## src/hcls_pkg.sv

```systemverilog
// Shared types, widths and register codes for the height-cell Lambert shader.
// Used by the channel interfaces and by every module of the block.
package hcls_pkg;

  localparam int unsigned COORD_W    = 12;
  localparam int unsigned H_W        = 16;
  localparam int unsigned MAG_W      = 16;
  localparam int unsigned GZ_W       = 13;
  localparam int unsigned SUM_W      = 34;
  localparam int unsigned ROOT_W     = 17;
  localparam int unsigned REM_W      = 19;
  localparam int unsigned NUM_W      = 25;
  localparam int unsigned Q_W        = 10;
  localparam int unsigned LIGHT_W    = 10;
  localparam int unsigned PROD_W     = 21;
  localparam int unsigned INT_W      = 9;
  localparam int unsigned GREY_W     = 4;
  localparam int unsigned IDX_W      = 8;
  localparam int unsigned CFG_DATA_W = 10;
  localparam int unsigned SQRT_CELLS = 17;
  localparam int unsigned DIV_CELLS  = 10;
  localparam int unsigned SCALE_SH   = 9;

  localparam logic [INT_W-1:0] MAX_INTENSITY = 9'd511;

  localparam logic signed [LIGHT_W-1:0] LIGHT_X_RST = -10'sd50;
  localparam logic signed [LIGHT_W-1:0] LIGHT_Y_RST = 10'sd360;
  localparam logic signed [LIGHT_W-1:0] LIGHT_Z_RST = 10'sd360;

  typedef enum logic [IDX_W-1:0] {
    REG_SHADE_ENABLE = 8'd0,
    REG_LIGHT_X      = 8'd1,
    REG_LIGHT_Y      = 8'd2,
    REG_LIGHT_Z      = 8'd3
  } cfg_reg_t;

  typedef struct packed {
    logic                      shade_enable;
    logic signed [LIGHT_W-1:0] light_x;
    logic signed [LIGHT_W-1:0] light_y;
    logic signed [LIGHT_W-1:0] light_z;
  } cfg_t;

  // Gradient magnitudes and signs; z is never negative.
  typedef struct packed {
    logic [MAG_W-1:0] mx;
    logic [MAG_W-1:0] my;
    logic [GZ_W-1:0]  mz;
    logic             sx;
    logic             sy;
  } grad_t;

  typedef struct packed {
    logic [SUM_W-1:0]  rad;
    logic [REM_W-1:0]  rem;
    logic [ROOT_W-1:0] root;
    grad_t             g;
  } sqrt_pl_t;

  typedef struct packed {
    logic [NUM_W-1:0]  nx;
    logic [NUM_W-1:0]  ny;
    logic [NUM_W-1:0]  nz;
    logic [ROOT_W-1:0] d;
    logic [Q_W-1:0]    qx;
    logic [Q_W-1:0]    qy;
    logic [Q_W-1:0]    qz;
    logic              sx;
    logic              sy;
  } div_pl_t;

endpackage

```

## src/hcls_div_cell.sv

```systemverilog
// One divider cell: decides quotient bit BIT for the three scaled components.
// Depends on hcls_pkg.
module hcls_div_cell #(
  parameter int unsigned BIT = 0
) (
  input  logic              clk,
  input  logic              rst_n,
  input  logic              up_valid,
  input  hcls_pkg::div_pl_t up_data,
  input  logic              dn_en,
  output logic              en,
  output logic              valid_r,
  output hcls_pkg::div_pl_t data_r
);
  import hcls_pkg::*;

  localparam logic [Q_W-1:0] QBIT = Q_W'(1) << BIT;

  logic [NUM_W:0] dsh;
  div_pl_t data_nxt;

  assign en = !valid_r || dn_en;

  always_comb begin
    dsh      = (NUM_W+1)'(up_data.d) << BIT;
    data_nxt = up_data;
    if ({1'b0, up_data.nx} >= dsh) begin
      data_nxt.nx = NUM_W'({1'b0, up_data.nx} - dsh);
      data_nxt.qx = up_data.qx | QBIT;
    end
    if ({1'b0, up_data.ny} >= dsh) begin
      data_nxt.ny = NUM_W'({1'b0, up_data.ny} - dsh);
      data_nxt.qy = up_data.qy | QBIT;
    end
    if ({1'b0, up_data.nz} >= dsh) begin
      data_nxt.nz = NUM_W'({1'b0, up_data.nz} - dsh);
      data_nxt.qz = up_data.qz | QBIT;
    end
  end

  always_ff @(posedge clk) begin
    if (!rst_n) begin
      valid_r <= 1'b0;
    end else if (en) begin
      valid_r <= up_valid;
    end
  end

  always_ff @(posedge clk) begin
    if (en) data_r <= data_nxt;
  end

endmodule

```

## config.mk

```make
export PLATFORM = sky130hd
export DESIGN_NAME = hcls_div_cell
export DESIGN_NICKNAME = d
export VERILOG_FILES = /design/src/hcls_pkg.sv /design/src/hcls_div_cell.sv
export SDC_FILE = /design/constraint.sdc
export NUM_CORES = 1
export LEC_CHECK = 0
export BUFFER_PORTS_ARGS = -buffer_cell sky130_fd_sc_hd__clkbuf_2
export CORE_ASPECT_RATIO = 0.75
export CORE_MARGIN = 10
export CORE_UTILIZATION = 56
export DETAILED_ROUTE_END_ITERATION = 7
export GPL_TIMING_DRIVEN = 0
export PLACE_DENSITY = 0.87
export REMOVE_ABC_BUFFERS = 1
export SYNTH_ARGS = -nofsm -noshare
export SYNTH_HDL_FRONTEND = slang
export SYNTH_SLANG_ARGS = --single-unit
```

## constraint.sdc

```tcl
create_clock -name clk -period 10.7 [get_ports clk]
set_input_delay 1.07 -clock clk [delete_from_list [all_inputs] [get_ports clk]]
set_output_delay 1.07 -clock clk [all_outputs]
set_load 0.05 [all_outputs]
```

==> flow_metrics.py <==
metrics = {
    "setup_path": {
        "reg2reg_from": "valid_r",
        "crit_chain": "clkbuf_2, inv_1, ha_1, nand2_1, nor4_1, o211ai_1, nand4b_1, o311ai_0, xnor2_1",
        "reg2reg_depth": 2,
        "reg2reg_to": "data_r[78]",
        "slowest_delay_ns": 0.92,
        "cp_max_fo": 30,
        "crit_path_end_kind": "flop",
        "crit_arrival_ns": 4.17,
        "worstPathRequired_ns": 10.86,
        "cp_slowest_cell": "nand4b_1",
        "r2r_setup_slack_ns": 9.02,
        "path_class": "input pin to flop",
        "start_kind": "input pin",
    },
    "global_route": {
        "grt_pass1_wl_um": 35800,
        "grt_pass1_vias": 6751,
        "overflow": 0,
        "antenna_found_initial": 0,
        "grt_use_total": 0.239,
        "grt_max_degree": 75,
    },
    "timing": {
        "drv_slew": 0,
        "timing.fmax_mhz": 249,
        "fin_crit_sh": 0.375,
        "finalCriticalPeriod_ns": 4.01,
        "setup_viol": 0,
        "rsz0062_at_grt": "no",
        "worstMarginPinSlew_ns": 1.20,
        "fin_skew_ns": 0.00475,
        "hold_violations": 0,
        "maxSlewHeadroom": 0.196,
        "tns_ns": 0,
    },
    "clock_network": {
        "clkTransAtPathRegs_ns": 0.06,
        "post-cts-setup-buffer-count": 0,
        "clockBufferDepth": 2,
        "cts_made_buffers": 17,
        "ctsHoldBuffers": 0,
        "cts-root-buf": "clkbuf_16",
        "ctsHtreeMaxLevel": 4,
        "cts_tree": "built",
        "ctsResizeCount": 0,
        "insertion_delay_ns": 0.43,
        "clkSinkCount": 125,
    },
    "drt": {
        "drt-met1-wl_um": 9480,
        "met3_length_um": 2520,
        "top_layer": "met4",
        "drc": 0,
        "routed_wl_um": 23700,
        "via_per_inst": 5.90,
        "route.met2.wl_um": 11300,
        "wl_per_cell_um": 20.2,
        "first_pass_iters": 5,
        "ant_nets": 0,
        "drtIter0Drc": 747,
        "vias": 6943,
    },
    "power": {
        "p_clk_frac": 0.316,
        "power_frac_seq": 0.366,
        "sw_frac_of_total": 0.376,
        "p_sw_w": 0.000656,
        "peakVddDrop_mv": 0.138,
        "power.internal_w": 0.00109,
        "leakagePower_nw": 4.26,
        "p_per_area_nw_per_um2": 180,
        "combPwrFrac": 0.318,
    },
    "placement": {
        "io_buffer_count": 253,
        "hpwl_um": 18500,
        "gp_congestion": 0.954,
    },
    "cells_and_area": {
        "layout_commonest_cell": "clkbuf_2",
        "fill_cells": 959,
        "layout_common_cells": "clkbuf_2, edfxtp_1, a21oi_1",
        "synthToLayoutAreaGrowth_pct": 25.7,
        "diodes": 0,
        "final_layout_size_suffix_gt1_frac": 0.300,
        "post-route-util": 0.732,
        "finalNetCount": 1174,
    },
    "run": {
        "maxCapViolCount": 0,
    },
    "floorplan": {
        "dieArea_um2": 18900,
        "core_area_um2": 13200,
        "rows": 36,
        "io_pins": 254,
        "start_util": 0.583,
        "die_w_um": 155,
        "die_h_um": 122,
    },
    "run_status": {
        "outcome": "completed",
    },
    "min_path": {
        "min-delay-start": "up_data[8]",
        "hold_path.class": "input pin to flop",
        "holdPathStages": 1,
        "min_to": "data_r[8]",
    },
    "logic_synthesis": {
        "seq_area_frac_synth": 0.487,
        "synthCells": 743,
        "synthDistinctLibCells": 63,
        "yosys_warnings": 0,
        "syn-cell-area_um2": 7690,
        "synth_seq_cells": 125,
        "yosysTopAreaCell": "edfxtp_1",
        "avgSynthCellArea_um2": 10.4,
        "ys_top_cells_by_area": "edfxtp_1, ha_1, a21oi_1",
        "synthArstFlopShare": 0,
        "synth-main-ff-cell": "edfxtp_1",
        "netlist.area_leader.share": 0.484,
        "synth_edf_count": 124,
    },
}
## cells by family after synthesis
kind of cell | synth area share
XOR/XNOR | 0.0740
AO/OA/AOI/OAI | 0.154
adder cells (fa/ha/maj) | 0.0908
AND/OR/NAND/NOR | 0.156
buffers and inverters | 0.0312
multiplexers | 0.00716
flip-flops | 0.487
## power by group through the flow
stage          clock [W]  sequential [W]  combinational [W]
2_1_floorplan          0        0.000875           0.000176
5_1_grt         0.000578        0.000644           0.000588
4_1_cts         0.000554        0.000638           0.000553
3_3_place_gp           0        0.000647           0.000542
6_report        0.000551        0.000637           0.000555
3_5_place_dp           0        0.000647           0.000549
## worst max-delay path, delay by kind of cell
family	cells	cell delay [ns]
AO/OA/AOI/OAI	2	0.67
buffers and inverters	2	0.21
AND/OR/NAND/NOR	3	1.56
adder cells (fa/ha/maj)	1	0.41
XOR/XNOR	1	0.23
## worst max-delay path by stage
stage / endpoint / cells after the start / startpoint / slack, ns
2_1_floorplan: en / 1 / dn_en / 5.20
3_3_place_gp: en / 3 / dn_en / 3.61
3_5_place_dp: data_r[98] / 9 / up_data[47] / 6.37
4_1_cts: data_r[98] / 9 / up_data[47] / 6.80
5_1_grt: data_r[121] / 10 / up_data[33] / 6.50
6_report: data_r[98] / 9 / up_data[47] / 6.69
## sequential cells by signal (all words and copies together) (netlist names)
register	flops
data_r	124
valid_r	1
## area by class of cell
class                   count  area, um2  area share
repair buffers            255       1310       0.135
inverters                  31        116      0.0120
clock buffers              18        429      0.0444
clock inverters            14        136      0.0141
well taps                 171        214      0.0221
flip-flops and latches    125       3740       0.387
multi-input cells         562       3720       0.385
## cell usage after synthesis (13+ instances only)
cell type,instances
nand2_1,68
edfxtp_1,124
ha_1,51
inv_1,31
o21ai_0,48
xnor2_1,35
nand3_1,17
nor2_1,59
or3_1,13
a21oi_1,81
nor3_1,14
xor2_1,30
## stage by stage
| step | instances | total power, W | cell area (um2) | hold slack (ns) | worst slack (ns) |
|---|---|---|---|---|---|
| 2_1_floorplan | 718 | 0.00105 | 7570 | 1.17 | 5.20 |
| 3_3_place_gp | 1142 | 0.00119 | 9050 | 1.25 | 3.61 |
| 3_5_place_dp | 1144 | 0.00120 | 9100 | 1.16 | 6.37 |
| 4_1_cts | 1176 | 0.00175 | 9670 | 0.806 | 6.80 |
| 5_1_grt | 1176 | 0.00181 | 9670 | 0.806 | 6.50 |
| 6_report | 1176 | 0.00174 | 9670 | 0.815 | 6.69 |
## per-layer routing
metal | up-vias | track usage
met5 | - | 0
met4 | 0 | 0.0811
met3 | 41 | 0.0726
met2 | 397 | 0.394
met1 | 3232 | 0.294
li1 | 3273 | -
Power figures use the tool's default switching activity.
