[config.mk]
export PLATFORM = sky130hd
export DESIGN_NAME = hcls_sqrt_cell
export DESIGN_NICKNAME = d
export VERILOG_FILES = /design/src/hcls_pkg.sv /design/src/hcls_sqrt_cell.sv
export SDC_FILE = /design/constraint.sdc
export NUM_CORES = 1
export LEC_CHECK = 0
export BUFFER_PORTS_ARGS = -buffer_cell sky130_fd_sc_hd__clkbuf_2
export CORE_MARGIN = 3
export CORE_UTILIZATION = 40
export CTS_CLUSTER_DIAMETER = 80
export DETAILED_ROUTE_END_ITERATION = 8
export PLACE_DENSITY = 0.71
export SYNTH_ARGS = -nofsm -noshare
export SYNTH_HDL_FRONTEND = slang
export SYNTH_SLANG_ARGS = --single-unit
[constraint.sdc]
create_clock -name clk -period 5.7 [get_ports clk]
set_input_delay 0.57 -clock clk [delete_from_list [all_inputs] [get_ports clk]]
set_output_delay 0.57 -clock clk [all_outputs]
set_load 0.05 [all_outputs]
[src/hcls_pkg.sv]
// Shared types, widths and register codes for the height-cell Lambert shader.
// Used by the channel interfaces and by every module of the block.
package hcls_pkg;

  localparam int unsigned COORD_W    = 12;
  localparam int unsigned H_W        = 16;
  localparam int unsigned MAG_W      = 16;
  localparam int unsigned GZ_W       = 13;
  localparam int unsigned SUM_W      = 34;
  localparam int unsigned ROOT_W     = 17;
  localparam int unsigned REM_W      = 19;
  localparam int unsigned NUM_W      = 25;
  localparam int unsigned Q_W        = 10;
  localparam int unsigned LIGHT_W    = 10;
  localparam int unsigned PROD_W     = 21;
  localparam int unsigned INT_W      = 9;
  localparam int unsigned GREY_W     = 4;
  localparam int unsigned IDX_W      = 8;
  localparam int unsigned CFG_DATA_W = 10;
  localparam int unsigned SQRT_CELLS = 17;
  localparam int unsigned DIV_CELLS  = 10;
  localparam int unsigned SCALE_SH   = 9;

  localparam logic [INT_W-1:0] MAX_INTENSITY = 9'd511;

  localparam logic signed [LIGHT_W-1:0] LIGHT_X_RST = -10'sd50;
  localparam logic signed [LIGHT_W-1:0] LIGHT_Y_RST = 10'sd360;
  localparam logic signed [LIGHT_W-1:0] LIGHT_Z_RST = 10'sd360;

  typedef enum logic [IDX_W-1:0] {
    REG_SHADE_ENABLE = 8'd0,
    REG_LIGHT_X      = 8'd1,
    REG_LIGHT_Y      = 8'd2,
    REG_LIGHT_Z      = 8'd3
  } cfg_reg_t;

  typedef struct packed {
    logic                      shade_enable;
    logic signed [LIGHT_W-1:0] light_x;
    logic signed [LIGHT_W-1:0] light_y;
    logic signed [LIGHT_W-1:0] light_z;
  } cfg_t;

  // Gradient magnitudes and signs; z is never negative.
  typedef struct packed {
    logic [MAG_W-1:0] mx;
    logic [MAG_W-1:0] my;
    logic [GZ_W-1:0]  mz;
    logic             sx;
    logic             sy;
  } grad_t;

  typedef struct packed {
    logic [SUM_W-1:0]  rad;
    logic [REM_W-1:0]  rem;
    logic [ROOT_W-1:0] root;
    grad_t             g;
  } sqrt_pl_t;

  typedef struct packed {
    logic [NUM_W-1:0]  nx;
    logic [NUM_W-1:0]  ny;
    logic [NUM_W-1:0]  nz;
    logic [ROOT_W-1:0] d;
    logic [Q_W-1:0]    qx;
    logic [Q_W-1:0]    qy;
    logic [Q_W-1:0]    qz;
    logic              sx;
    logic              sy;
  } div_pl_t;

endpackage

[src/hcls_sqrt_cell.sv]
// One square-root cell: retires one root bit from two radicand bits.
// Depends on hcls_pkg.
module hcls_sqrt_cell (
  input  logic               clk,
  input  logic               rst_n,
  input  logic               up_valid,
  input  hcls_pkg::sqrt_pl_t up_data,
  input  logic               dn_en,
  output logic               en,
  output logic               valid_r,
  output hcls_pkg::sqrt_pl_t data_r
);
  import hcls_pkg::*;

  logic [REM_W+1:0] cur, trial;
  sqrt_pl_t data_nxt;

  assign en = !valid_r || dn_en;

  always_comb begin
    cur   = {up_data.rem, up_data.rad[SUM_W-1 -: 2]};
    trial = (REM_W+2)'({up_data.root, 2'b01});
    data_nxt     = up_data;
    data_nxt.rad = {up_data.rad[SUM_W-3:0], 2'b00};
    if (cur >= trial) begin
      data_nxt.rem  = REM_W'(cur - trial);
      data_nxt.root = {up_data.root[ROOT_W-2:0], 1'b1};
    end else begin
      data_nxt.rem  = cur[REM_W-1:0];
      data_nxt.root = {up_data.root[ROOT_W-2:0], 1'b0};
    end
  end

  always_ff @(posedge clk) begin
    if (!rst_n) begin
      valid_r <= 1'b0;
    end else if (en) begin
      valid_r <= up_valid;
    end
  end

  always_ff @(posedge clk) begin
    if (en) data_r <= data_nxt;
  end

endmodule

==> results.tsv <==
stage	metric	value	unit
outcome	status	finished, final reports clean	
pwr	PwrDens	399.6	nW/um2
worst_setup_path	CP Cell Sequence	clkbuf_2, inv_1, ha_1, o211ai_1, o21ai_1, o21ai_1, o21ai_2, a21oi_2, buf_4, mux2_4	
route	top sig layer	met4	
synth	Synth Register Bits	116	
route	Routed WL	12.56	mm
layout	final net count	700	
timing	Final Setup Violations	0	
route	wire per inst	17.52	um
layout	share of layout cells above drive strength 1	0.5044	
worst_setup_path	Crit. Startpoint	up_data[47]	
worst_setup_path	WP depth	10	
pwr	register share of total power	0.388	
synth	YS warnings	0	
global_route	grt total ovfl	0	
clocking	clock buffer depth	2	
timing	Setup Total Neg Slack	0	ns
route	vias per cell	4.863	
pwr	Net Sw Frac	0.2960	
die	CORE AREA	11660	um2
global_route	largest net degree at the start of global routing	74	
synth	EDFF count, synth	115	
worst_setup_path	CP dominant cell by count	o21ai_1	
worst_setup_path	worst flop-to-flop path endpoint	data_r[92]	
synth	top area cells in the synthesized netlist	edfxtp_1 71%, ha_1 4.9%, mux2_4 4.3%	
layout	commonest non-fill, non-tap cell in the layout	clkbuf_2	
timing	worst clock skew	0.004790	ns
worst_setup_path	CP Data Required Time	5.85	ns
synth	asr flop ratio synth	0	
worst_setup_path	reg2reg setup slack	3.64	ns
layout	commonest cells after routing, fill and taps aside	237 x clkbuf_2, 115 x edfxtp_1, 28 x inv_1	
timing	Tcrit/Tclk final	0.5287	
route	met2 WL	6.841	mm
placement	Placer Congestion	0.8598	
die	Cell Rows	39	
worst_setup_path	CP Capture Type	flip-flop	
worst_setup_path	CP arrival	3.16	ns
synth	Post-synth top flop	edfxtp_1	
route	1st-pass router iterations	4	
pwr	leak pwr	3.119	nW
die	Initial Util	0.4196	
die	Die Span X	116.6	um
worst_setup_path	slowest cell on the critical path	a21oi_2	
worst_setup_path	r2r worst-path depth	2	
placement	Port-buffer cells	237	
clocking	clk root buf	clkbuf_16	
layout	Final Cell Area	6817	um2
run	Max Cap Viol	0	
pwr	worst IR drop on VDD	0.0001389	V
timing	headroom to the max-slew limit	0.4065	
placement	Placement Cell Area	6201	um2
clocking	Sink Count	116	
die	die area	13600	um2
worst_setup_path	Critical Path Sink	data_r[68]	
clocking	Hold-fix buffers, CTS	0	
clocking	worst skew pair latency	0.41	ns
route	Detail Route Antenna Nets	0	
synth	area share of the leading cell type in the synthesized netlist	0.7057	
pwr	Logic pwr share	0.212	
pwr	overall power	0.002724	W
global_route	first-pass GRT wire length	18.24	mm
die	IO Count	240	
route	DRT iter0 DRCs	250	
timing	minimum clock period	3.013	ns
route	DR vias	3487	
timing	unrepaired setup endpoints after global routing	false	
worst_setup_path	CP peak stage delay	0.60	ns
worst_setup_path	Setup Crit Path Kind	input port to flip-flop	
layout	Fillers	927	
global_route	All-Layer GR Usage	0.1827	
die	Die Height	116.6	um
clocking	Clock transition at path regs	0.06	ns
pwr	Net Switching	0.0008062	W
clocking	post-CTS setup buffers	0	
hold_path	Hold Path Class	input port to flip-flop	
timing	worst-margin pin slew	0.8903	ns
clocking	CTS Buf Count	17	
route	Remaining DRCs	0	
clocking	CTS tree	yes	
pwr	clock power share	0.400	
clocking	Post-CTS Resized	0	
global_route	vias in the first global route	3518	
synth	Synth Instances	312	
timing	Highest Clock Rate	331.9	MHz
route	wl on met1	4.458	mm
synth	Yosys top cell by area	edfxtp_1	
timing	Final Hold Viols	0	
worst_setup_path	Reg-to-Reg Start	valid_r	
synth	mean post-synth cell area	15.68	um2
synth	Mapped Area	4893	um2
worst_setup_path	CP top delay family	compound AO/OA/AOI/OAI gates	
timing	Max Slew Vio Count	0	
worst_setup_path	CP Launch Type	input port	
global_route	initial antenna violation count	1	
worst_setup_path	Buffers & Inverters on Critical Path	3	
route	WL met3	919	um
synth	post-synthesis cell type count	44	
pwr	internal power	0.001918	W
placement	post-DP HPWL	9.770	mm
worst_setup_path	crit-path max FO	11	
clocking	H-tree depth	4	
synth	post-synthesis sequential area ratio	0.7098	
layout	layout overhead on the synthesized area	39.30	%
==> routing by layer <==
metal / up-vias / GRT usage
li1: 1677 / -
met1: 1638 / 0.1876
met2: 149 / 0.3360
met3: 23 / 0.06010
met4: 0 / 0.08257
met5: - / 0
==> cell type report <==
class	count	area (um2)	share of cell area
Tap cell	143	178.9	0.02625
Clock buffer	18	429.2	0.06296
Multi-Input combinational cell	158	1242	0.1823
Clock inverter	14	183.9	0.02698
Timing Repair Buffer	239	1201	0.1762
Inverter	28	105.1	0.01542
Sequential cell	116	3473	0.5095
Antenna cell	1	2.502	0.0003671
==> cells in the mapped netlist (2+ instances only) <==
cell type    n
edfxtp_1   115
inv_1       28
a21oi_1     20
ha_1        19
mux2_4      14
nand2_1     14
nor2_1       9
o21ai_0      9
xnor2_1      8
xor2_1       7
nand4_1      5
buf_4        4
mux2i_1      4
nand2b_1     4
o21a_1       4
a31oi_1      3
buf_6        3
clkbuf_2     3
nand3_1      3
nor3_1       3
o2111ai_1    3
o211ai_1     3
a211oi_1     2
a21boi_0     2
nor2b_1      2
o21ai_1      2
o311ai_0     2
==> worst min-delay path by stage <==
stage | depth (start not counted) | from | slack (ns) | to
finish | 1 | up_data[12] | 0.33 | data_r[12]
floorplan | 0 | up_data[0] | 0.67 | data_r[0]
detailed placement | 1 | up_data[12] | 0.75 | data_r[12]
global placement | 1 | up_data[39] | 0.75 | data_r[39]
global route | 1 | up_data[12] | 0.32 | data_r[12]
CTS | 1 | up_data[12] | 0.32 | data_r[12]
==> metrics by stage <==
stage	hold WS, ns	std cells	setup WS, ns	util
after floorplan	0.6689	313	1.330	-
after global placement	0.7471	684	2.356	0.5317
after detailed placement	0.7488	684	2.279	0.5317
after CTS	0.3164	716	2.702	0.5843
after global routing	0.3160	717	2.494	0.5845
final	0.3343	717	2.687	0.5845
==> power groups by stage <==
stage / combinational, W / clock, W / sequential [W]
3_5_place_dp: 0.000579 / 0 / 0.00107
2_1_floorplan: 0.000157 / 0 / 0.00135
5_1_grt: 0.000614 / 0.00116 / 0.00106
6_report: 0.000577 / 0.00109 / 0.00106
4_1_cts: 0.000581 / 0.00111 / 0.00106
3_3_place_gp: 0.000573 / 0 / 0.00107
==> registers in the layout (all words and copies together), names as in the netlist <==
signal   cells
valid_r      1
data_r     115
==> kinds of logic after synthesis <==
kind of cell	Yosys count	synth area share
other	1	0.0007663
buffers and inverters	39	0.03861
AO/OA/AOI/OAI	56	0.07236
flip-flops	116	0.7098
AND/OR/NAND/NOR	47	0.04960
adder cells (fa/ha/maj)	19	0.04858
XOR/XNOR	15	0.02685
multiplexers	19	0.05344
Note: power is estimated with default switching activity, not from simulation.
