[config.mk]
export PLATFORM = sky130hd
export DESIGN_NAME = hcls_back_flat
export DESIGN_NICKNAME = d
export VERILOG_FILES = /design/src/hcls_pkg.sv /design/src/hcls_if.sv /design/src/hcls_back.sv /design/src/flat_wrapper.sv
export SDC_FILE = /design/constraint.sdc
export NUM_CORES = 1
export LEC_CHECK = 0
export BUFFER_PORTS_ARGS = -buffer_cell sky130_fd_sc_hd__clkbuf_2
export CAP_MARGIN = 40
export CORE_MARGIN = 1
export CORE_UTILIZATION = 60
export CTS_CLUSTER_DIAMETER = 40
export DETAILED_ROUTE_END_ITERATION = 16
export PLACE_DENSITY_LB_ADDON = 0.2
export SLEW_MARGIN = 20
export SYNTH_ARGS = -nofsm -noshare
export SYNTH_HDL_FRONTEND = slang
export SYNTH_SLANG_ARGS = --single-unit
[constraint.sdc]
create_clock -name clk -period 9.4 [get_ports clk]
set_clock_uncertainty 0.05 [all_clocks]
set_input_delay 1.41 -clock clk [delete_from_list [all_inputs] [get_ports clk]]
set_output_delay 1.41 -clock clk [all_outputs]
set_load 0.01 [all_outputs]
[src/hcls_pkg.sv]
// Shared types, widths and register codes for the height-cell Lambert shader.
// Used by the channel interfaces and by every module of the block.
package hcls_pkg;

  localparam int unsigned COORD_W    = 12;
  localparam int unsigned H_W        = 16;
  localparam int unsigned MAG_W      = 16;
  localparam int unsigned GZ_W       = 13;
  localparam int unsigned SUM_W      = 34;
  localparam int unsigned ROOT_W     = 17;
  localparam int unsigned REM_W      = 19;
  localparam int unsigned NUM_W      = 25;
  localparam int unsigned Q_W        = 10;
  localparam int unsigned LIGHT_W    = 10;
  localparam int unsigned PROD_W     = 21;
  localparam int unsigned INT_W      = 9;
  localparam int unsigned GREY_W     = 4;
  localparam int unsigned IDX_W      = 8;
  localparam int unsigned CFG_DATA_W = 10;
  localparam int unsigned SQRT_CELLS = 17;
  localparam int unsigned DIV_CELLS  = 10;
  localparam int unsigned SCALE_SH   = 9;

  localparam logic [INT_W-1:0] MAX_INTENSITY = 9'd511;

  localparam logic signed [LIGHT_W-1:0] LIGHT_X_RST = -10'sd50;
  localparam logic signed [LIGHT_W-1:0] LIGHT_Y_RST = 10'sd360;
  localparam logic signed [LIGHT_W-1:0] LIGHT_Z_RST = 10'sd360;

  typedef enum logic [IDX_W-1:0] {
    REG_SHADE_ENABLE = 8'd0,
    REG_LIGHT_X      = 8'd1,
    REG_LIGHT_Y      = 8'd2,
    REG_LIGHT_Z      = 8'd3
  } cfg_reg_t;

  typedef struct packed {
    logic                      shade_enable;
    logic signed [LIGHT_W-1:0] light_x;
    logic signed [LIGHT_W-1:0] light_y;
    logic signed [LIGHT_W-1:0] light_z;
  } cfg_t;

  // Gradient magnitudes and signs; z is never negative.
  typedef struct packed {
    logic [MAG_W-1:0] mx;
    logic [MAG_W-1:0] my;
    logic [GZ_W-1:0]  mz;
    logic             sx;
    logic             sy;
  } grad_t;

  typedef struct packed {
    logic [SUM_W-1:0]  rad;
    logic [REM_W-1:0]  rem;
    logic [ROOT_W-1:0] root;
    grad_t             g;
  } sqrt_pl_t;

  typedef struct packed {
    logic [NUM_W-1:0]  nx;
    logic [NUM_W-1:0]  ny;
    logic [NUM_W-1:0]  nz;
    logic [ROOT_W-1:0] d;
    logic [Q_W-1:0]    qx;
    logic [Q_W-1:0]    qy;
    logic [Q_W-1:0]    qz;
    logic              sx;
    logic              sy;
  } div_pl_t;

endpackage

[src/hcls_if.sv]


interface hcls_out_if;
  logic                         valid;
  logic                         ready;
  logic [hcls_pkg::INT_W-1:0]   intensity;
  logic [hcls_pkg::GREY_W-1:0]  grey_level;
  modport source (output valid, intensity, grey_level, input ready);
  modport sink (input valid, intensity, grey_level, output ready);
endinterface


[src/hcls_back.sv]
// Back cells: light products, then sum, clamp and the output register.
// Depends on hcls_pkg and hcls_out_if.
module hcls_back (
  input  logic              clk,
  input  logic              rst_n,
  input  logic              up_valid,
  input  hcls_pkg::div_pl_t up_data,
  input  hcls_pkg::cfg_t    cfg,
  output logic              en,
  hcls_out_if.source        out_ch
);
  import hcls_pkg::*;

  logic pv_r, ov_r, en_f;
  logic signed [PROD_W-1:0] px_r, py_r, pz_r;
  logic signed [Q_W:0]      sx, sy, sz;
  logic signed [PROD_W-1:0] rx, ry, rz;
  logic signed [GREY_W+9:0] tot;
  logic [INT_W-1:0]         int_r, int_nxt;

  assign en_f = !ov_r || out_ch.ready;
  assign en   = !pv_r || en_f;

  always_comb begin
    sx = up_data.sx ? -$signed({1'b0, up_data.qx}) : $signed({1'b0, up_data.qx});
    sy = up_data.sy ? -$signed({1'b0, up_data.qy}) : $signed({1'b0, up_data.qy});
    sz = $signed({1'b0, up_data.qz});
  end

  always_comb begin
    // divide each product by 512, truncating toward zero
    rx  = $signed(px_r + (px_r[PROD_W-1] ? PROD_W'(511) : '0)) >>> SCALE_SH;
    ry  = $signed(py_r + (py_r[PROD_W-1] ? PROD_W'(511) : '0)) >>> SCALE_SH;
    rz  = $signed(pz_r + (pz_r[PROD_W-1] ? PROD_W'(511) : '0)) >>> SCALE_SH;
    tot = (GREY_W+10)'(rx) + (GREY_W+10)'(ry) + (GREY_W+10)'(rz);
    if (!cfg.shade_enable) begin
      int_nxt = MAX_INTENSITY;
    end else if (tot < 0) begin
      int_nxt = '0;
    end else if (tot > (GREY_W+10)'(MAX_INTENSITY)) begin
      int_nxt = MAX_INTENSITY;
    end else begin
      int_nxt = tot[INT_W-1:0];
    end
  end

  always_ff @(posedge clk) begin
    if (!rst_n) begin
      pv_r <= 1'b0;
      ov_r <= 1'b0;
    end else begin
      if (en)   pv_r <= up_valid;
      if (en_f) ov_r <= pv_r;
    end
  end

  always_ff @(posedge clk) begin
    if (en) begin
      px_r <= sx * cfg.light_x;
      py_r <= sy * cfg.light_y;
      pz_r <= sz * cfg.light_z;
    end
    if (en_f) int_r <= int_nxt;
  end

  assign out_ch.valid      = ov_r;
  assign out_ch.intensity  = int_r;
  assign out_ch.grey_level = int_r[INT_W-1 -: GREY_W];

endmodule

[src/flat_wrapper.sv]
// flat-port wrapper written by rule: the top's interface ports become plain ports
module hcls_back_flat import hcls_pkg::*;
  (clk, rst_n, up_valid, up_data, cfg, en, out_ch_valid, out_ch_intensity, out_ch_grey_level, out_ch_ready);
  hcls_out_if out_ch_i ();
  input  logic clk;
  input  logic rst_n;
  input  logic up_valid;
  input  hcls_pkg::div_pl_t up_data;
  input  hcls_pkg::cfg_t cfg;
  output logic en;
  output wire logic [$bits(out_ch_i.valid)-1:0] out_ch_valid;
  output wire logic [$bits(out_ch_i.intensity)-1:0] out_ch_intensity;
  output wire logic [$bits(out_ch_i.grey_level)-1:0] out_ch_grey_level;
  input wire logic [$bits(out_ch_i.ready)-1:0] out_ch_ready;
  assign out_ch_valid = out_ch_i.valid;
  assign out_ch_intensity = out_ch_i.intensity;
  assign out_ch_grey_level = out_ch_i.grey_level;
  assign out_ch_i.ready = out_ch_ready;
  hcls_back u_core (.clk(clk), .rst_n(rst_n), .up_valid(up_valid), .up_data(up_data), .cfg(cfg), .en(en), .out_ch(out_ch_i));
endmodule
==> flow_summary.ini <==
[run_status]
status = complete, no violations

[floorplan]
core-area_sq_um = 27100
ios = 174
die_w_microns = 169
die-area_sq_um = 28500
start_util_pct = 61.5
die_y_microns = 169
rows = 60

[placed_design]
dp_cells = 2207
place_congestion = 0.889
io_buffers = 81
hpwl_microns = 26500
placed_area_sq_um = 17400

[route]
viasPerCell = 5.39
ant_nets = 0
drt_iter0_markers = 600
vias = 12000
wire_per_inst_microns = 14.0
wirelength_microns = 31200
drt-pass1-iter-count = 5
drc = 0

[yosys]
syn_avg_cell_area_sq_um = 9.30
ys_seq_area_share_pct = 13.2
postSynthCellCount = 1792
synth-edff-count = 72
synth_seq_cells = 74
syn-cell-area_sq_um = 16700
yosysWarnings = 0
ys.flop_type = edfxtp_1
synth_fp_nets = 2431
synthArstFlopShare_pct = 0
netlist-cell-type-count = 66

[sta]
slew_viol_final = 0
final_hold_viol_count = 0
worst_pin_slew_ns = 0.731
slew_headroom_pct = 50.7
setup_violations = 0
fmax_mhz = 128
fin_crit_ns = 7.80
setup_tns_ns = 0
rsz0062_at_grt = false
finalCritPeriodShare_pct = 83.0

[worst_setup_path]
endpoint_kind = flip-flop
crit_required_ns = 9.43
ff2ff_setup_slack_ns = 4.24
cp_max_fo = 12
reg2reg_depth = 17
cp-start-kind = input pin
worstReg2RegEnd = u_core.out_ch.intensity[7]
arrival_ns = 7.84
r2r-start = u_core.px_r[20]
criticalPathCategory = in -> reg

[clocking]
postCtsSetupRepairBufs = 0
cts-root-buf = clkbuf_16
cts_tree = yes
cts_sinks = 74
clk_pin_slew_ns = 0.06
clock_path_buffers = 2
htreeDepth = 3
clock_latency_ns = 0.34
cts_buffers = 9
cts_hold_buf = 0
cts_resized = 0

[hold_path]
hold_path_end = u_core.out_ch.valid
hold_class = reg -> reg
holdPathStages = 1
min-delay-start = u_core.pv_r

[grt]
antenna_found_initial = 0
overflow = 0
grt_pass1_vias = 12600
grt_max_degree = 65
grt.total_usage_pct = 23.7
grt_pass1_wl_microns = 55700

[finish]
final_cell_area_sq_um = 17800
drive_gt1_share_pct = 7.25
layout.nets = 2497
antenna_cells = 0
regArea_sq_um = 2200
syn_to_final_growth_pct = 6.96
finalNonFillerCells = 2235
multiInputGateArea_sq_um = 12900
fillerInstances = 2268

[job]
cap_violations = 0
## worst max-delay path, cell delays in order
cell       delay (ns)
clkbuf_2         0.19
inv_1            0.12
ha_1             0.18
nand2_1          0.08
or2_2            0.31
o41ai_1          0.31
xnor2_1          0.26
buf_2            0.27
nand2_1          0.10
fa_1             0.54
inv_1            0.05
fa_1             0.48
fa_1             0.51
fa_1             0.49
inv_1            0.05
fa_1             0.47
inv_1            0.04
ha_1             0.37
nand4_2          0.15
nor4_2           0.44
o311ai_2         0.21
a2111oi_2        0.42
or3_1            0.19
a21oi_2          0.07
xnor2_1          0.12
## Yosys cell counts, types with 9 or more instances
library cell,instances,share of area [%]
edfxtp_1,72,13
nand3_1,20,0.60
nand2b_1,15,0.56
nor3_1,21,0.63
fa_1,275,33
o21ai_0,32,0.96
o21a_1,20,0.90
ha_1,205,15
nor2_1,54,1.2
nand2_1,231,5.2
o31ai_1,9,0.41
xnor2_1,91,4.8
xor2_1,30,1.6
o21bai_1,11,0.50
inv_1,370,8.3
and2_1,112,4.2
a21oi_1,58,1.7
clkbuf_1,38,0.86
nor2b_1,14,0.53
nand4_1,10,0.38
a21o_1,16,0.72
## logic make-up after synthesis
| family | count (synthesis) | synth area share (%) |
|---|---|---|
| AOI/OAI and AO/OA | 193 | 7.77 |
| xor gates and xnor gates | 121 | 6.36 |
| adders and majority gates | 480 | 48.4 |
| buffers and inverters | 416 | 9.46 |
| DFF | 74 | 13.2 |
| muxes | 1 | 0.0600 |
| and+or+nand+nor | 507 | 14.7 |
## cells in the final DEF, fill, tap and decap left out, types with 3 or more instances in the layout
cell / netlist / layout
a211oi_1: 5 / 5
a21o_1: 16 / 16
a21oi_1: 58 / 58
a31oi_1: 5 / 5
and2_1: 112 / 112
and3_1: 4 / 4
and4_1: 5 / 5
buf_2: 1 / 5
buf_4: 4 / 6
clkbuf_16: 0 / 9
clkbuf_2: 0 / 82
clkbuf_4: 0 / 5
clkinv_1: 2 / 3
edfxtp_1: 72 / 72
fa_1: 275 / 275
ha_1: 205 / 205
inv_1: 370 / 370
nand2_1: 231 / 230
nand2b_1: 15 / 15
nand3_1: 20 / 20
nand4_1: 10 / 10
nor2_1: 54 / 54
nor2b_1: 14 / 14
nor3_1: 21 / 21
nor4_1: 3 / 3
nor4_2: 3 / 3
o211ai_1: 4 / 4
o21a_1: 20 / 20
o21ai_0: 32 / 32
o21ai_1: 4 / 4
o21bai_1: 11 / 11
o31ai_1: 9 / 9
or2_2: 5 / 5
or3_1: 4 / 4
xnor2_1: 91 / 91
xor2_1: 30 / 30
## how the worst max path moves through the flow
stage / startpoint / end / slack, ns / cells after the start
floorplan: up_data[12] / u_core.py_r[20] / 2.01 / 24
global placement: up_data[12] / u_core.py_r[20] / 1.40 / 24
detailed placement: up_data[12] / u_core.py_r[20] / 1.25 / 24
CTS: up_data[12] / u_core.py_r[20] / 1.56 / 24
global route: up_data[12] / u_core.py_r[20] / 1.24 / 25
finish: up_data[12] / u_core.py_r[20] / 1.60 / 25
## registers in the layout, indices dropped and copies added (netlist names)
name / flops
u_core.out_ch.intensity: 9
u_core.py_r: 21
u_core.pz_r: 21
u_core.out_ch.valid: 1
u_core.pv_r: 1
u_core.px_r: 21
## cell type report
cell class | instances | area share (%)
Clock inverter | 6 | 0.498
Timing Repair Buffer | 99 | 3.06
Clock buffer | 10 | 1.34
Inverter | 372 | 7.83
Sequential cell | 74 | 12.3
Multi-Input combinational cell | 1302 | 72.3
Tap cell | 372 | 2.61
## per-layer routing
| layer | up-vias | wire (microns) | GRT usage, % |
|---|---|---|---|
| li1 | 5770 | - | - |
| met1 | 5991 | 13700 | 30.1 |
| met2 | 248 | 16000 | 43.6 |
| met3 | 38 | 1100 | 2.76 |
| met4 | 0 | 409 | 4.90 |
| met5 | - | 0 | 0 |
## stage by stage
stage                     worst slack, ns  utilization (%)  hold slack (ns)
final                                1.60             65.8            0.481
after global placement               1.40             64.2            0.450
after floorplan                      2.01                -            0.413
after global routing                 1.24             65.8            0.512
after CTS                            1.56             65.5            0.494
after detailed placement             1.25             64.2            0.475
Power is left out: the tool's default activity adds up to more than one toggle a clock period on the data nets, which glitch-free logic cannot reach.
