[src/hcls_pkg.sv]
// Shared types, widths and register codes for the height-cell Lambert shader.
// Used by the channel interfaces and by every module of the block.
package hcls_pkg;

  localparam int unsigned COORD_W    = 12;
  localparam int unsigned H_W        = 16;
  localparam int unsigned MAG_W      = 16;
  localparam int unsigned GZ_W       = 13;
  localparam int unsigned SUM_W      = 34;
  localparam int unsigned ROOT_W     = 17;
  localparam int unsigned REM_W      = 19;
  localparam int unsigned NUM_W      = 25;
  localparam int unsigned Q_W        = 10;
  localparam int unsigned LIGHT_W    = 10;
  localparam int unsigned PROD_W     = 21;
  localparam int unsigned INT_W      = 9;
  localparam int unsigned GREY_W     = 4;
  localparam int unsigned IDX_W      = 8;
  localparam int unsigned CFG_DATA_W = 10;
  localparam int unsigned SQRT_CELLS = 17;
  localparam int unsigned DIV_CELLS  = 10;
  localparam int unsigned SCALE_SH   = 9;

  localparam logic [INT_W-1:0] MAX_INTENSITY = 9'd511;

  localparam logic signed [LIGHT_W-1:0] LIGHT_X_RST = -10'sd50;
  localparam logic signed [LIGHT_W-1:0] LIGHT_Y_RST = 10'sd360;
  localparam logic signed [LIGHT_W-1:0] LIGHT_Z_RST = 10'sd360;

  typedef enum logic [IDX_W-1:0] {
    REG_SHADE_ENABLE = 8'd0,
    REG_LIGHT_X      = 8'd1,
    REG_LIGHT_Y      = 8'd2,
    REG_LIGHT_Z      = 8'd3
  } cfg_reg_t;

  typedef struct packed {
    logic                      shade_enable;
    logic signed [LIGHT_W-1:0] light_x;
    logic signed [LIGHT_W-1:0] light_y;
    logic signed [LIGHT_W-1:0] light_z;
  } cfg_t;

  // Gradient magnitudes and signs; z is never negative.
  typedef struct packed {
    logic [MAG_W-1:0] mx;
    logic [MAG_W-1:0] my;
    logic [GZ_W-1:0]  mz;
    logic             sx;
    logic             sy;
  } grad_t;

  typedef struct packed {
    logic [SUM_W-1:0]  rad;
    logic [REM_W-1:0]  rem;
    logic [ROOT_W-1:0] root;
    grad_t             g;
  } sqrt_pl_t;

  typedef struct packed {
    logic [NUM_W-1:0]  nx;
    logic [NUM_W-1:0]  ny;
    logic [NUM_W-1:0]  nz;
    logic [ROOT_W-1:0] d;
    logic [Q_W-1:0]    qx;
    logic [Q_W-1:0]    qy;
    logic [Q_W-1:0]    qz;
    logic              sx;
    logic              sy;
  } div_pl_t;

endpackage

[src/hcls_if.sv]
// Valid/ready channel interfaces of the height-cell Lambert shader.
// Depends on hcls_pkg for field widths.
interface hcls_in_if;
  logic                                valid;
  logic                                ready;
  logic        [hcls_pkg::COORD_W-1:0] col;
  logic        [hcls_pkg::COORD_W-1:0] row;
  logic signed [hcls_pkg::H_W-1:0]     h_here;
  logic signed [hcls_pkg::H_W-1:0]     h_right;
  logic signed [hcls_pkg::H_W-1:0]     h_below;
  logic signed [hcls_pkg::H_W-1:0]     h_diag;
  modport source (output valid, col, row, h_here, h_right, h_below, h_diag, input ready);
  modport sink (input valid, col, row, h_here, h_right, h_below, h_diag, output ready);
endinterface


[src/hcls_front.sv]
// Front cells: corner differences, squares and sum of squares, three stages.
// Depends on hcls_pkg and hcls_in_if.
module hcls_front (
  input  logic              clk,
  input  logic              rst_n,
  hcls_in_if.sink           in_ch,
  input  logic              dn_en,
  output logic              valid_o,
  output hcls_pkg::sqrt_pl_t data_o
);
  import hcls_pkg::*;

  logic v1_r, v2_r, v3_r;
  logic en1, en2, en3;
  grad_t g1_r, g2_r, g3_r;
  grad_t g1_nxt;
  logic [2*MAG_W-1:0] sqx_r, sqy_r;
  logic [2*GZ_W-1:0]  sqz_r;
  logic [SUM_W-1:0]   sum_r;

  logic signed [H_W+1:0] dx, dy, hx, hy;

  assign en3 = !v3_r || dn_en;
  assign en2 = !v2_r || en3;
  assign en1 = !v1_r || en2;
  assign in_ch.ready = en1;

  always_comb begin
    dx = (18'(in_ch.h_right) - 18'(in_ch.h_here)) + (18'(in_ch.h_diag) - 18'(in_ch.h_below));
    dy = (18'(in_ch.h_here) - 18'(in_ch.h_below)) + (18'(in_ch.h_right) - 18'(in_ch.h_diag));
    // halve, truncating toward zero
    hx = $signed(dx + 18'(dx[H_W+1])) >>> 1;
    hy = $signed(dy + 18'(dy[H_W+1])) >>> 1;
    g1_nxt.sx = hx[H_W+1];
    g1_nxt.sy = hy[H_W+1];
    g1_nxt.mx = hx[H_W+1] ? MAG_W'(-hx) : hx[MAG_W-1:0];
    g1_nxt.my = hy[H_W+1] ? MAG_W'(-hy) : hy[MAG_W-1:0];
    g1_nxt.mz = {1'b0, in_ch.col} + {1'b0, in_ch.row};
  end

  always_ff @(posedge clk) begin
    if (!rst_n) begin
      v1_r <= 1'b0;
      v2_r <= 1'b0;
      v3_r <= 1'b0;
    end else begin
      if (en1) v1_r <= in_ch.valid;
      if (en2) v2_r <= v1_r;
      if (en3) v3_r <= v2_r;
    end
  end

  always_ff @(posedge clk) begin
    if (en1) g1_r <= g1_nxt;
    if (en2) begin
      g2_r  <= g1_r;
      sqx_r <= g1_r.mx * g1_r.mx;
      sqy_r <= g1_r.my * g1_r.my;
      sqz_r <= g1_r.mz * g1_r.mz;
    end
    if (en3) begin
      g3_r  <= g2_r;
      sum_r <= SUM_W'(sqx_r) + SUM_W'(sqy_r) + SUM_W'(sqz_r);
    end
  end

  assign valid_o     = v3_r;
  assign data_o.rad  = sum_r;
  assign data_o.rem  = '0;
  assign data_o.root = '0;
  assign data_o.g    = g3_r;

endmodule

[src/flat_wrapper.sv]
// flat-port wrapper written by rule: the top's interface ports become plain ports
module hcls_front_flat import hcls_pkg::*;
  (clk, rst_n, dn_en, valid_o, data_o, in_ch_valid, in_ch_col, in_ch_row, in_ch_h_here, in_ch_h_right, in_ch_h_below, in_ch_h_diag, in_ch_ready);
  hcls_in_if in_ch_i ();
  input  logic clk;
  input  logic rst_n;
  input  logic dn_en;
  output logic valid_o;
  output hcls_pkg::sqrt_pl_t data_o;
  input wire logic [$bits(in_ch_i.valid)-1:0] in_ch_valid;
  input wire logic [$bits(in_ch_i.col)-1:0] in_ch_col;
  input wire logic [$bits(in_ch_i.row)-1:0] in_ch_row;
  input wire logic [$bits(in_ch_i.h_here)-1:0] in_ch_h_here;
  input wire logic [$bits(in_ch_i.h_right)-1:0] in_ch_h_right;
  input wire logic [$bits(in_ch_i.h_below)-1:0] in_ch_h_below;
  input wire logic [$bits(in_ch_i.h_diag)-1:0] in_ch_h_diag;
  output wire logic [$bits(in_ch_i.ready)-1:0] in_ch_ready;
  assign in_ch_i.valid = in_ch_valid;
  assign in_ch_i.col = in_ch_col;
  assign in_ch_i.row = in_ch_row;
  assign in_ch_i.h_here = in_ch_h_here;
  assign in_ch_i.h_right = in_ch_h_right;
  assign in_ch_i.h_below = in_ch_h_below;
  assign in_ch_i.h_diag = in_ch_h_diag;
  assign in_ch_ready = in_ch_i.ready;
  hcls_front u_core (.clk(clk), .rst_n(rst_n), .in_ch(in_ch_i), .dn_en(dn_en), .valid_o(valid_o), .data_o(data_o));
endmodule
[config.mk]
export PLATFORM = sky130hd
export DESIGN_NAME = hcls_front_flat
export DESIGN_NICKNAME = d
export VERILOG_FILES = /design/src/hcls_pkg.sv /design/src/hcls_if.sv /design/src/hcls_front.sv /design/src/flat_wrapper.sv
export SDC_FILE = /design/constraint.sdc
export NUM_CORES = 2
export LEC_CHECK = 0
export BUFFER_PORTS_ARGS = -buffer_cell sky130_fd_sc_hd__buf_2
export CAP_MARGIN = 20
export CORE_MARGIN = 2
export CORE_UTILIZATION = 42
export CTS_BUF_LIST = sky130_fd_sc_hd__clkbuf_4 sky130_fd_sc_hd__clkbuf_8
export DETAILED_ROUTE_END_ITERATION = 10
export PLACE_DENSITY = 0.6
export SETUP_SLACK_MARGIN = 0.3
export SYNTH_ARGS = -nofsm -noshare
export SYNTH_HDL_FRONTEND = slang
export SYNTH_SLANG_ARGS = --single-unit
[constraint.sdc]
create_clock -name clk -period 6.3 [get_ports clk]
set_clock_uncertainty 0.2 [all_clocks]
set_input_delay 0.315 -clock clk [delete_from_list [all_inputs] [get_ports clk]]
set_output_delay 0.315 -clock clk [all_outputs]
set_load 0.05 [all_outputs]
==> results.sh <==
export IMPL_outcome="complete, but fails checks"
export IMPL_violations="negative setup slack"
export IMPL_hold_viol_final=0
export IMPL_grt_usage_pct=20.2
export IMPL_cp_end_kind="flop"
export IMPL_crit_type="flop to flop"
export IMPL_finalCriticalPeriod_ps=6560
export IMPL_insertion_delay_ps=650
export IMPL_critPathLaunch="u_core.g1_r[26]"
export IMPL_dpl_instance_area_sq_um=41300
export IMPL_clock_root_buffer="clkbuf_8"
export IMPL_avgRoutedWirePerCell_um=15.6
export IMPL_num_vias=27600
export IMPL_clk_pin_slew_ps=60
export IMPL_cts_buffer_depth=3
export IMPL_fin_util_pct=52.5
export IMPL_core_sq_um=84900
export IMPL_wl_um=87800
export IMPL_min_path_type="input pin to flop"
export IMPL_startpoint_type="flop"
export IMPL_min_from="in_ch_row[10]"
export IMPL_grt_max_degree=70
export IMPL_drt_initial_drc_count=1189
export IMPL_final_setup_viol_count=13
export IMPL_antenna_found_initial=1
export IMPL_nets=5410
export IMPL_die_w_um=296
export IMPL_grt_pass1_vias=28200
export IMPL_crit_path_max_incr_delay_ps=550
export IMPL_gr_total_overflow=0
export IMPL_cts_sinks=262
export IMPL_arrival_ps=6740
export IMPL_synth_edf_count=259
export IMPL_fmax_mhz=152
export IMPL_relSlewSlack_pct=33.0
export IMPL_busiest_layer="met2"
export IMPL_yosys_area_share_adder_pct=39.6
export IMPL_ys_seq_area_share_pct=21.8
export IMPL_r2r_start="u_core.g1_r[26]"
export IMPL_synth_xor_area_share_pct=6.05
export IMPL_syn_avg_cell_area_sq_um=9.62
export IMPL_worstPathRequired_ps=6480
export IMPL_die_area_sq_um=87800
export IMPL_start_util_pct=42.3
export IMPL_synth_warnings=0
export IMPL_dpl_hpwl_um=72300
export IMPL_crit_fanout=6
export IMPL_drc=0
export IMPL_synth_area_sq_um=35900
export IMPL_r2r_cells=26
export IMPL_gp_congestion=0.916
export IMPL_final_max_slew_viol_count=0
export IMPL_cp_common_cell="fa_1"
export IMPL_die_h_um=296
export IMPL_cts_tree="yes"
export IMPL_synth_seq_cells=262
export IMPL_synth_top_family_by_area="adder cells"
export IMPL_ioPinCount=211
export IMPL_holdPathStages=5
export IMPL_met2_usage_pct=36.9
export IMPL_worstMarginPinSlew_ps=1000
export IMPL_htreeDepth=2
export IMPL_synth_cells=3733
export IMPL_antenna_left=0
export IMPL_cpMaxStageDelayCell="fa_1"
export IMPL_portBuffers=174
export IMPL_layout_setup_ws_ps=-262
export IMPL_hold_ws_ps=74.8
export IMPL_cap_violations=0
export IMPL_grt_setup_unrepaired="true"
export IMPL_finalCritPeriodShare_pct=104
export IMPL_ys_types=97
export IMPL_area_growth_pct=24.2
export IMPL_synth_mux_area_share_pct=0.300
export IMPL_layout_drive_gt1_share_pct=23.8
export IMPL_final_cell_area_sq_um=44600
export IMPL_rows=107
export IMPL_synthFlopType="edfxtp_1"
export IMPL_synth_compound_area_share_pct=10.2
export IMPL_synthArstFlopShare_pct=0
export IMPL_met1_usage_pct=25.7
export IMPL_avgViaCountPerCell=4.90
export IMPL_grt_use_met3_pct=2.23
export IMPL_grt_pass1_wl_um=142000
export IMPL_numCtsBuffers=48
export IMPL_drt_pass1_iterations=7
export IMPL_synth_simple_gate_area_share_pct=12.9
layer usage:
layer / wire (um) / vias up
met3: 3190 / 90
met4: 1730 / 0
met5: 0 / -
met1: 38200 / 13400
li1: - / 13600
met2: 44700 / 461
sequential cells by signal (all words and copies together) (netlist names):
name / flops
u_core.data_o: 47
u_core.g1_r: 47
u_core.g2_r: 44
u_core.sqx_r: 31
u_core.sqy_r: 31
u_core.sqz_r: 25
u_core.sum_r: 34
u_core.v1_r: 1
u_core.v2_r: 1
u_core.valid_o: 1
path summary, 6_finish.rpt:
path,slack (ps),end
setup / recovery,-260,u_core.sqy_r[30]
hold / removal,70,u_core.g1_r[13]
setup reg to reg,-260,u_core.sqy_r[30]
hold reg to reg,210,u_core.data_o[0]
cells by family after synthesis:
group           count (synthesis)
simple gates                  951
fa+ha+maj                     874
buf+inv                       835
compound gates                554
flops                         262
xor+xnor                      246
mux                            10
other cells                     1
cell usage after synthesis, types with 11 or more instances:
cell      count  area [sq um]
a31oi_1      16           100
nor2_1      266           998
nand2_1     265           995
buf_4        36           270
xor2_1       53           464
xnor2_1     192          1680
nand4_1      14          87.6
a211oi_1     16           120
nand3_1      50           250
ha_1        439          5490
edfxtp_1    259          7780
fa_1        435          8710
a21o_1       61           458
clkbuf_1     58           218
a21boi_0     30           225
inv_1       734          2760
and3_1       19           119
o21ai_0     108           541
nor3_1       42           210
a21oi_1     147           736
or2_2        11          68.8
o21bai_1     22           165
o211ai_1     16           120
o21a_1       31           233
and2_1      131           820
nor2b_1      53           332
or3_1        20           125
nand2b_1     25           156
layout make-up:
class	instances	area, sq um
antenna	1	2.50
clock buffer	55	713
clock inverter	29	249
fill	7870	40300
inverter	737	2790
multi-input combinational	2671	26100
sequential	262	7840
tap	1144	1430
timing repair buffer	724	5460
critical path: cells and delay by family (launching register included):
family | cells | cell delay (ps)
adders and majority gates | 7 | 3280
AOI/OAI and AO/OA | 8 | 1370
buffers and inverters | 7 | 520
DFF | 1 | 400
and+or+nand+nor | 3 | 380
xor gates and xnor gates | 1 | 140
repair_timing:
action	in CTS	in global routing
hold buffers	38	0
setup endpoints to repair	26	58
setup buffers	51	61
resized for setup	91	204
pin swaps	72	111
gates cloned	1	1
hold endpoints to repair	16	0
stage by stage:
step | TNS [ps] | instances | worst slack, ps
6_report | -1720 | 5623 | -262
5_1_grt | -5730 | 5623 | -541
4_1_cts | -1230 | 5560 | -268
3_5_place_dp | -3750 | 5386 | -340
3_3_place_gp | -2800 | 5386 | -258
2_1_floorplan | -159 | 3768 | -159
cell usage in the layout, fill, tap and decap left out, drive strengths merged, types with 10 or more instances in the layout:
cell         netlist  routed
nor2b             54      54
or2               11      11
a211oi            19      19
xor2              53      53
a21oi            148     148
dlygate4sd3        0      38
nand2            265     265
xnor2            193     193
a21boi            30      30
clkinv             2      22
buf               40     684
inv              735     736
o21a              31      31
fa               435     435
and3              23      23
nand4             14      14
o21ai            110     110
or3               20      20
clkbuf            58      56
a21o              62      62
edfxtp           259     259
o21bai            22      22
nor4              10      10
o211ai            17      17
nor2             266     266
nand2b            25      25
ha               439     439
and2             131     131
nand3             51      51
nor3              42      42
a31oi             18      18
conb               1      36
Power is left out: the tool's default activity adds up to more than one toggle a clock period on the data nets, which glitch-free logic cannot reach.
